## config.mk

```make
export PLATFORM = sky130hd
export DESIGN_NAME = cla_div
export DESIGN_NICKNAME = d
export VERILOG_FILES = /design/src/design/cla_pkg.sv /design/src/design/cla_div.sv
export SDC_FILE = /design/constraint.sdc
export NUM_CORES = 1
export LEC_CHECK = 0
export BUFFER_PORTS_ARGS = -buffer_cell sky130_fd_sc_hd__buf_4
export CORE_ASPECT_RATIO = 1.5
export CORE_MARGIN = 5
export CORE_UTILIZATION = 52
export CTS_BUF_LIST = sky130_fd_sc_hd__clkbuf_4 sky130_fd_sc_hd__clkbuf_8
export CTS_CLUSTER_DIAMETER = 80
export DETAILED_ROUTE_END_ITERATION = 16
export HOLD_SLACK_MARGIN = 0.1
export PLACE_DENSITY = 0.78
export SLEW_MARGIN = 10
export SYNTH_ARGS = -nofsm -noshare
export SYNTH_HDL_FRONTEND = slang
export SYNTH_SLANG_ARGS = --single-unit
```

## constraint.sdc

```tcl
create_clock -name clk -period 3 [get_ports clk]
set_input_delay 0.6 -clock clk [delete_from_list [all_inputs] [get_ports clk]]
set_output_delay 0.6 -clock clk [all_outputs]
set_load 0.01 [all_outputs]
```

## src/design/cla_pkg.sv

```systemverilog
// Shared types and constants for the comment lane allocator.
// Used by the top level and by the iterative divider; no dependencies.
package cla_pkg;

  localparam int CLA_MAX_LANES = 64;

  // Widths of the arithmetic path.
  localparam int NUM_W = 38;  // 16 x 22 bit products
  localparam int DEN_W = 23;  // screen width plus pixel length
  localparam int QUO_W = 16;  // quotients never exceed the scroll time
  localparam int LEN_W = 22;  // pixel length of a comment

  // Comment kinds.
  localparam logic [1:0] KIND_SCROLL = 2'd0;
  localparam logic [1:0] KIND_TOP    = 2'd1;
  localparam logic [1:0] KIND_BOTTOM = 2'd2;

  // Register indexes.
  localparam logic [2:0] REG_LANE_COUNT = 3'd0;
  localparam logic [2:0] REG_SCROLL_T   = 3'd1;
  localparam logic [2:0] REG_FIXED_T    = 3'd2;
  localparam logic [2:0] REG_FONT_SCALE = 3'd3;
  localparam logic [2:0] REG_SCREEN_W   = 3'd4;

  typedef struct packed {
    logic             start;
    logic [NUM_W-1:0] num;
    logic [DEN_W-1:0] den;
  } cla_div_req_t;

  typedef struct packed {
    logic             busy;
    logic             done;
    logic [QUO_W-1:0] quot;
  } cla_div_rsp_t;

endpackage

```

## src/design/cla_div.sv

```systemverilog
// Restoring divider, one quotient bit per cycle, for the lane allocator.
// Depends on cla_pkg. The caller guarantees num < den * 2**16.
module cla_div
  import cla_pkg::*;
(
  input  logic         clk,
  input  logic         rst,
  input  cla_div_req_t req,
  output cla_div_rsp_t rsp
);

  logic [DEN_W-1:0] rem;
  logic [DEN_W-1:0] den_r;
  logic [QUO_W-1:0] q;
  logic [4:0]       cnt;
  logic             busy;
  logic             done;
  logic             den_zero;
  logic [DEN_W:0]   trial;
  logic             ge;

  assign trial = {rem, q[QUO_W-1]};
  assign ge    = trial >= {1'b0, den_r};

  always_ff @(posedge clk) begin
    if (rst) begin
      busy <= 1'b0;
      done <= 1'b0;
      cnt  <= '0;
    end else begin
      done <= 1'b0;
      if (req.start) begin
        busy <= 1'b1;
        cnt  <= 5'(QUO_W);
      end else if (busy) begin
        cnt <= cnt - 5'd1;
        if (cnt == 5'd1) begin
          busy <= 1'b0;
          done <= 1'b1;
        end
      end
    end
  end

  always_ff @(posedge clk) begin
    if (req.start) begin
      rem      <= {1'b0, req.num[NUM_W-1:QUO_W]};
      q        <= req.num[QUO_W-1:0];
      den_r    <= req.den;
      den_zero <= (req.den == '0);
    end else if (busy) begin
      rem <= ge ? DEN_W'(trial - {1'b0, den_r}) : trial[DEN_W-1:0];
      q   <= {q[QUO_W-2:0], ge};
    end
  end

  // A zero divisor only arises with a zero numerator; its quotient is zero.
  assign rsp.busy = busy;
  assign rsp.done = done;
  assign rsp.quot = den_zero ? '0 : q;

endmodule

```

== After elaboration in Yosys (flattened, before gate mapping) ==
Cells that the tools add are included.
Operators by class
  $add $sub $neg: 2
  magnitude comparators: 1
  equal/unequal tests: 1
  muxes and demuxes: 12
  bitwise gates (word level): 1
  reduce and logical (&&, ||, !) cells: 4
Operators by type and width (number)
  16-bit 2-to-1 mux: 3
  22-bit 2-to-1 mux: 2
  24-bit by 23-bit >= comparator with 1-bit output: 1
  23-bit zero test: 1
  23-bit 2-to-1 mux: 1
  23-bit subtractor: 1
  5-bit 2-to-1 mux: 2
  5-bit by 1-bit equality test with 1-bit output (second input constant): 1
  5-bit by 1-bit subtractor with 5-bit output (second input constant): 1
  1-bit 2-to-1 mux: 4
  3-bit OR reduction: 1
  2-bit nonzero test: 1
  2-bit OR reduction: 1
  1-bit NOT: 1
Storage, ports and cells
  bits in registers: 70
  input port bits: 64
  output and inout port bits: 18
  logic and storage cells: 30

== Longest topological paths before layout ==
Gate-level depths: netlist of the first run.
  depth in word-level cells: 4
  gate-level depth with buffers: 12

== Least setup slack after synthesis of the first run ==
Ideal clock, no wire load.
  path type: reg-to-reg
  start point: register rem[6]
  end point: register rem[21] (data pin)
  library setup time: 0.159 ns
  arrival: 2.931 ns
  path slack: -0.090 ns
  stages on the path, launching flop included: 10
  clock period less this slack: 3.090 ns
  cells stage by stage: edfxtp_1 ha_1 a21oi_4 a21oi_2 or4_1 a311o_1 a221o_1 a22oi_1 mux2_1 a22oi_1
On the way
  longest elaborated chain between the ends: 4
  elaborated cells on any way between the ends: 5
  those cells by class: add/sub (1); order compare (1); mux (3)
RTL lines
  start, declared: RTL line cla_div.sv:12  | logic [DEN_W-1:0] rem;
  start signal, assigned: RTL line cla_div.sv:47  | rem <= {1'b0, req.num[NUM_W-1:QUO_W]};
  start signal, assigned: RTL line cla_div.sv:52  | rem <= ge ? DEN_W'(trial - {1'b0, den_r}) : trial[DEN_W-1:0];
  23-bit subtractor or 24-bit by 23-bit >= comparator with 1-bit output (tied branches): RTL line cla_div.sv:52, cla_div.sv:23
  23-bit 2-to-1 mux *: RTL line cla_div.sv:52
  22-bit 2-to-1 mux *: RTL line cla_div.sv:51  | end else if (busy) begin
  22-bit 2-to-1 mux *: RTL line cla_div.sv:46  | if (req.start) begin
Every way passes the cells marked *; elsewhere a longest branch is shown, timed or not. The select of a mux whose other input is x is not followed.
A chain may end at the register's enable or synchronous reset.

== Worst setup path in the final report of the first run ==
  start point: register rem[1]
  end point: register rem[21] (data pin)
Same word-level chain as after synthesis.

==> results of run 1 <==
-- layer usage --
metal	wire length (um)	GRT usage	vias up	share of wire
met4	239	0.113	0	0.023
met1	3990	0.221	1690	0.38
met5	0	0	-	0
met3	537	0.0504	15	0.051
li1	-	-	1767	-
met2	5830	0.382	86	0.55
-- worst max-delay path: stages (launching register included) --
cell and delay, ps:
edfxtp_1 430, ha_4 240, o21ai_2 200, a2111oi_4 90, or4_4 540, a311o_1 350
a221o_1 350, a22oi_2 220, mux2_4 320, a22oi_2 140
-- cells in the mapped netlist, types with 3 or more instances --
cell,n,area share
a21o_1,7,0.012
a21oi_1,42,0.048
a221o_1,5,0.011
a221oi_1,3,0.0060
and2_1,3,0.0043
buf_1,3,0.0026
clkbuf_1,18,0.015
dfxtp_1,8,0.036
edfxtp_1,62,0.42
ha_1,25,0.071
inv_1,33,0.028
mux2_2,30,0.077
nand2_1,23,0.020
nand2b_1,3,0.0043
nand3_1,6,0.0068
nand4_1,9,0.013
nor2_1,31,0.027
nor2b_1,21,0.030
nor3_1,10,0.011
nor3b_1,6,0.010
nor4_1,7,0.010
o21ai_0,5,0.0057
o21ai_1,6,0.0068
xnor2_1,11,0.022
xor2_1,8,0.016
-- logic make-up (layout without fill, tap and decap cells) --
group	Yosys count	in the layout	synth area share
and+or+nand+nor	129	129	0.153
xor gates and xnor gates	19	19	0.0379
muxes	32	32	0.0818
DFF	70	70	0.461
buffers and inverters	58	163	0.0519
adders and majority gates	26	26	0.0758
AOI/OAI and AO/OA	93	93	0.139
-- flip-flops by register name, summed over array words and instances (netlist names) --
| register | flops |
|---|---|
| busy | 1 |
| cnt | 5 |
| den_r | 23 |
| den_zero | 1 |
| done | 1 |
| q | 16 |
| rem | 23 |
-- power by group through the flow --
stage,Combinational [W],Clock [W],Sequential (W)
after detailed placement,0.00206,0,0.00142
after global routing,0.00251,0.000796,0.00144
final,0.00228,0.000749,0.00142
after CTS,0.00222,0.000759,0.00142
after floorplan,0.00148,0,0.00138
after global placement,0.00201,0,0.00141
-- through the flow --
stage | cell area (sq um) | hold WS, ps | setup TNS [ps]
after floorplan | 4400 | 468 | 0
after global placement | 5250 | 486 | -104
after detailed placement | 5250 | 489 | -175
after CTS | 5610 | 417 | -33.5
after global routing | 5640 | 411 | -173
final | 5640 | 427 | -19.5
-- cell type report --
type	instances	area [sq um]
fillers	677	2670
multi-input cells	299	2300
flip-flops and latches	70	2020
repair buffers	114	868
clock buffers	11	139
well taps	107	134
inverters	33	124
clock inverters	5	50.0
-- how the worst max path moves through the flow --
stage,startpoint,endpoint,cells past startpoint,slack (ps)
floorplan,rem[5],rem[21],10,6
global placement,rem[8],rem[21],9,-80
detailed placement,rem[8],rem[21],9,-120
CTS,den_r[1],rem[21],10,-20
global route,rem[5],rem[21],9,-110
finish,rem[1],rem[21],9,-20
-- timing repair --
item / 4_1_cts / 5_1_grt
endpoints found under the setup margin: 2 / 2
resized for setup: 17 / 5
hold endpoints to repair: 0 / 0
pin swaps: 12 / 11
setup buffers: 7 / 0
==> results.md, run 1 <==
* R2r setup slk at -20 ps
* Flops & latches, synth at 70
* Worst R2R Start: rem[1]
* Diode count at 0
* Flop pwr share at 0.319
* CTS Sinks at 70
* Fin util at 0.678
* Hold path cells at 1
* Slack of the critical path at -19.5 ps
* Slew margin rel. at 0.615
* Sequential element share of the synthesized area at 0.461
* Layout cell share with drive strength beyond 1 at 0.348
* Crit-path max FO at 2
* Boundary Pins at 82
* Root Driver: clkbuf_8
* Gate Count Post-Synth at 427
* Peak VDD IR at 0.413 mV
* Max-cap viol count at 0
* # setup viols final at 1
* Critical path arrival at 3230 ps
* DP HPWL at 7.80 mm
* Synth Flop Type: edfxtp_1
* R2r endpoint: rem[21]
* Worst hold endpoint: den_r[21]
* Endpoints failing hold at 0
* Full die area at 10400 sq um
* CP Launch Type: register
* Overall Power at 0.00445 W
* Routed len/inst at 16.6 um
* DR vias/cell at 5.57
* Final cell count without fillers at 639
* RSZ-0062 raised after global routing: true
* Switching share of power at 0.368
* Post-synth ARST share at 0
* Slew Viols, Final at 0
* Post-synthesis average cell area at 10.3 sq um
* Die height at 123 um
* Starting density of the core at 0.528
* Iteration-0 DRC Markers at 188
* Vias in the first global route at 3723
* Net switching power at 0.00164 W
* Reg2Reg Depth at 9
* Core ar. at 8310 sq um
* Mapped cell area at 4390 sq um
* P&R area growth vs syn at 28.4%
* Most frequent cells in the layout: buf_4, edfxtp_1, a21oi_1
* Reg clk slew, reported paths at 80 ps
* Comb pwr share at 0.512
* Post-synth EDFFs at 62
* CTS Buf Count at 9
* Synth cell types at 56
* Row cnt at 41
* Placement Setup Slack at -116 ps
* Setup Skew at 11.4 ps
* Maximum clock rate at 331 MHz
* H-tree depth at 3
* Total gr overflow at 0
* Syn_nets at 517
* Critical Path Sink Type: register
* GPL Wtd Cong at 0.855
* Fin nets at 617
* Ys Warns at 0
* Initial antenna violation count at 0
* Hold buffer count at cts at 0
* Most common cell after layout, fill and taps aside: buf_4
* Failing checks: negative setup slack
* Worst-Skew Late Latency at 360 ps
* Outcome: finished with violations
* P_int at 0.00281 W
* Clk buf depth at 2
* Clock power frac at 0.168
* Min Clock Period, post-route at 3020 ps
* TritonRoute pass-1 iters at 5
* Final ANT Viol Nets at 0
* Die span in x at 85.0 um
* Pwr dens at 789 nW/um^2
* WS Path Type: reg -> reg
* Via count at 3558
* Pin count of the biggest net entering global routing at 32
* Final period util at 1.01
* HP Start: req[21]
* Hold crit path type: in -> reg
* Gr usage total at 0.210
* Final WL at 10.6 mm
* WP data required at 3210 ps
* DRC at 0
* Slew @ Worst Pin at 569 ps
* Post-placement cell count at 616
* CTS tree: built
* Buffers on Ports at 81
* First-pass GRT wire length at 17.1 mm
* Lkg Pwr at 2.33 nW
No activity file was read; power rests on OpenSTA's default activity.
==> inputs of run 2 (changes only) <==
Settings changed: CORE_UTILIZATION 52 to 51, CTS_BUF_LIST sky130_fd_sc_hd__clkbuf_4 sky130_fd_sc_hd__clkbuf_8 to default, PLACE_DENSITY 0.78 to 0.77.
==> run 2 against run 1 <==
Compared with the run above: the flow now finishes without violations; hold slack better by 19 ps; total power rose by 8.4%; flip-flop and latch count did not move; via count rose by 1.3%.
==> results.md, run 2 (synthesis results as in run 1) <==
* Outcome: completed (was finished with violations)
* Slew margin rel. at 0.635 (was 0.615)
* DR vias/cell at 5.67 (was 5.57)
* Most common cell after layout, fill and taps aside: buf_4 (unchanged)
* Core ar. at 8410 sq um (was 8310 sq um)
* CTS Buf Count at 9 (unchanged)
* CTS tree: built (unchanged)
* Worst-Skew Late Latency at 340 ps (was 360 ps)
* Initial antenna violation count at 0 (unchanged)
* Clk buf depth at 2 (unchanged)
* Pwr dens at 837 nW/um^2 (was 789 nW/um^2)
* Full die area at 10600 sq um (was 10400 sq um)
* Final ANT Viol Nets at 0 (unchanged)
* Slew Viols, Final at 0 (unchanged)
* Gr usage total at 0.212 (was 0.210)
* Worst hold endpoint: den_r[6] (was den_r[21])
* Overall Power at 0.00482 W (was 0.00445 W)
* Endpoints failing hold at 0 (unchanged)
* CP Launch Type: register (unchanged)
* Lkg Pwr at 2.37 nW (was 2.33 nW)
* Fin nets at 614 (was 617)
* Slew @ Worst Pin at 548 ps (was 569 ps)
* Root Driver: clkbuf_16 (was clkbuf_8)
* Vias in the first global route at 3716 (was 3723)
* Max-cap viol count at 0 (unchanged)
* Peak VDD IR at 0.593 mV (was 0.413 mV)
* Most frequent cells in the layout: buf_4, edfxtp_1, a21oi_1 (unchanged)
* Die height at 124 um (was 123 um)
* First-pass GRT wire length at 17.4 mm (was 17.1 mm)
* WP data required at 3090 ps (was 3210 ps)
* Boundary Pins at 82 (unchanged)
* Regs by FF count: den_r: 23 flops, rem: 23 flops, q: 16 flops (unchanged)
* Layout fillers at 623 (was 677)
* Critical Path Sink Type: register (unchanged)
* Placed cell area at 5230 sq um (was 5250 sq um)
* DP HPWL at 7.64 mm (was 7.80 mm)
* Reg clk slew, reported paths at 60 ps (was 80 ps)
* Diode count at 0 (unchanged)
* Hold path cells at 1 (unchanged)
* H-tree depth at 3 (unchanged)
* RSZ-0062 raised after global routing: true (unchanged)
* Total gr overflow at 0 (unchanged)
* Buffers on Ports at 81 (unchanged)
* Maximum clock rate at 341 MHz (was 331 MHz)
* R2r setup slk at 60 ps (was -20 ps)
* Hold crit path type: in -> reg (unchanged)
* Starting density of the core at 0.522 (was 0.528)
* Post-route cell area at 5760 sq um (was 5640 sq um)
* Reg2Reg Depth at 9 (unchanged)
* Fin util at 0.685 (was 0.678)
* Final WL at 10.6 mm (about the same)
* Setup Skew at 7.15 ps (was 11.4 ps)
* Routed len/inst at 16.7 um (was 16.6 um)
* Worst R2R Start: rem[6] (was rem[1])
* Final cell count without fillers at 636 (was 639)
* Via count at 3604 (was 3558)
* CTS Sinks at 70 (unchanged)
* Min Clock Period, post-route at 2940 ps (was 3020 ps)
* Iteration-0 DRC Markers at 184 (was 188)
* # setup viols final at 0 (was 1)
* Layout cell share with drive strength beyond 1 at 0.353 (was 0.348)
* Pin count of the biggest net entering global routing at 51 (was 32)
* HP Start: req[6] (was req[21])
* WS Path Type: reg -> reg (unchanged)
* Critical path arrival at 3030 ps (was 3230 ps)
* Final period util at 0.979 (was 1.01)
* TritonRoute pass-1 iters at 4 (was 5)
* GPL Wtd Cong at 0.923 (was 0.855)
* Die span in x at 85.8 um (was 85.0 um)
* R2r endpoint: rem[17] (was rem[21])
* P&R area growth vs syn at 31.2% (was 28.4%)
* DRC at 0 (unchanged)
* Crit-path max FO at 6 (was 2)
* Post-placement cell count at 614 (was 616)
* Row cnt at 41 (unchanged)
run 2: changes by cell type in the layout (fill, tap and decap cells not counted), moves of 3 or more:
cell       change
inv_1          -3
inv_2          +3
buf_4          -3
clkbuf_8       -9
clkbuf_16      +9
run 2: power breakdown:
part / switching [W] / internal, W / total [W] / leakage, nW
logic: 0.00116 / 0.00112 / 0.00227 / 1.54
clock network: 0.000399 / 0.000721 / 0.00112 / 0.150
registers: 0.000122 / 0.00130 / 0.00142 / 0.682
run 2: final cells by class:
cell class / count / area, sq um / area share
well taps: 107 / 134 / 0.0232
multi-input cells: 299 / 2320 / 0.403
clock buffers: 9 / 225 / 0.0391
inverters: 33 / 124 / 0.0215
repair buffers: 111 / 846 / 0.147
clock inverters: 7 / 88.8 / 0.0154
flip-flops and latches: 70 / 2020 / 0.351
run 2: per-stage QoR:
| step | hold WS (ps) | TNS, ps | setup slack (ps) |
|---|---|---|---|
| 2_1_floorplan | 468 | 0 | 6.41 |
| 3_3_place_gp | 484 | -109 | -75.3 |
| 3_5_place_dp | 497 | -169 | -99.0 |
| 4_1_cts | 437 | -5.43 | -5.43 |
| 5_1_grt | 438 | -108 | -60.2 |
| 6_report | 446 | 0 | 63.3 |
run 2: worst max-delay path by stage:
stage	end	slack (ps)	start	cells past startpoint
6_report	rem[17]	60	rem[6]	9
3_5_place_dp	rem[21]	-100	rem[5]	9
4_1_cts	rem[21]	-5	rem[6]	9
5_1_grt	rem[21]	-60	rem[6]	9
3_3_place_gp	rem[21]	-80	rem[5]	9
2_1_floorplan	rem[21]	6	rem[5]	10
run 2: critical path: stages, from the launching register on:
cell,delay [ps]
edfxtp_1,440
ha_4,300
a21oi_4,160
a21oi_2,70
or4_4,490
a311o_1,360
a221o_1,350
a21oi_2,150
xnor2_1,70
a221o_1,290
run 2: repair_timing:
item                                    in CTS  in global routing
pin swaps                                   13                  6
endpoints found under the setup margin       2                  3
setup buffers                                5                  1
hold endpoints to repair                     0                  0
hold buffers                                 0                  0
gates resized for setup                     23                  5
run 2: layer usage:
layer  wire length [um]  GRT usage  vias up  part of all wire
li1                   -          -     1768                 -
met1               3960      0.224     1718              0.37
met2               5790      0.385       97              0.55
met3                617     0.0615       21             0.058
met4                239     0.0980        0             0.023
met5                  0          0        -                 0
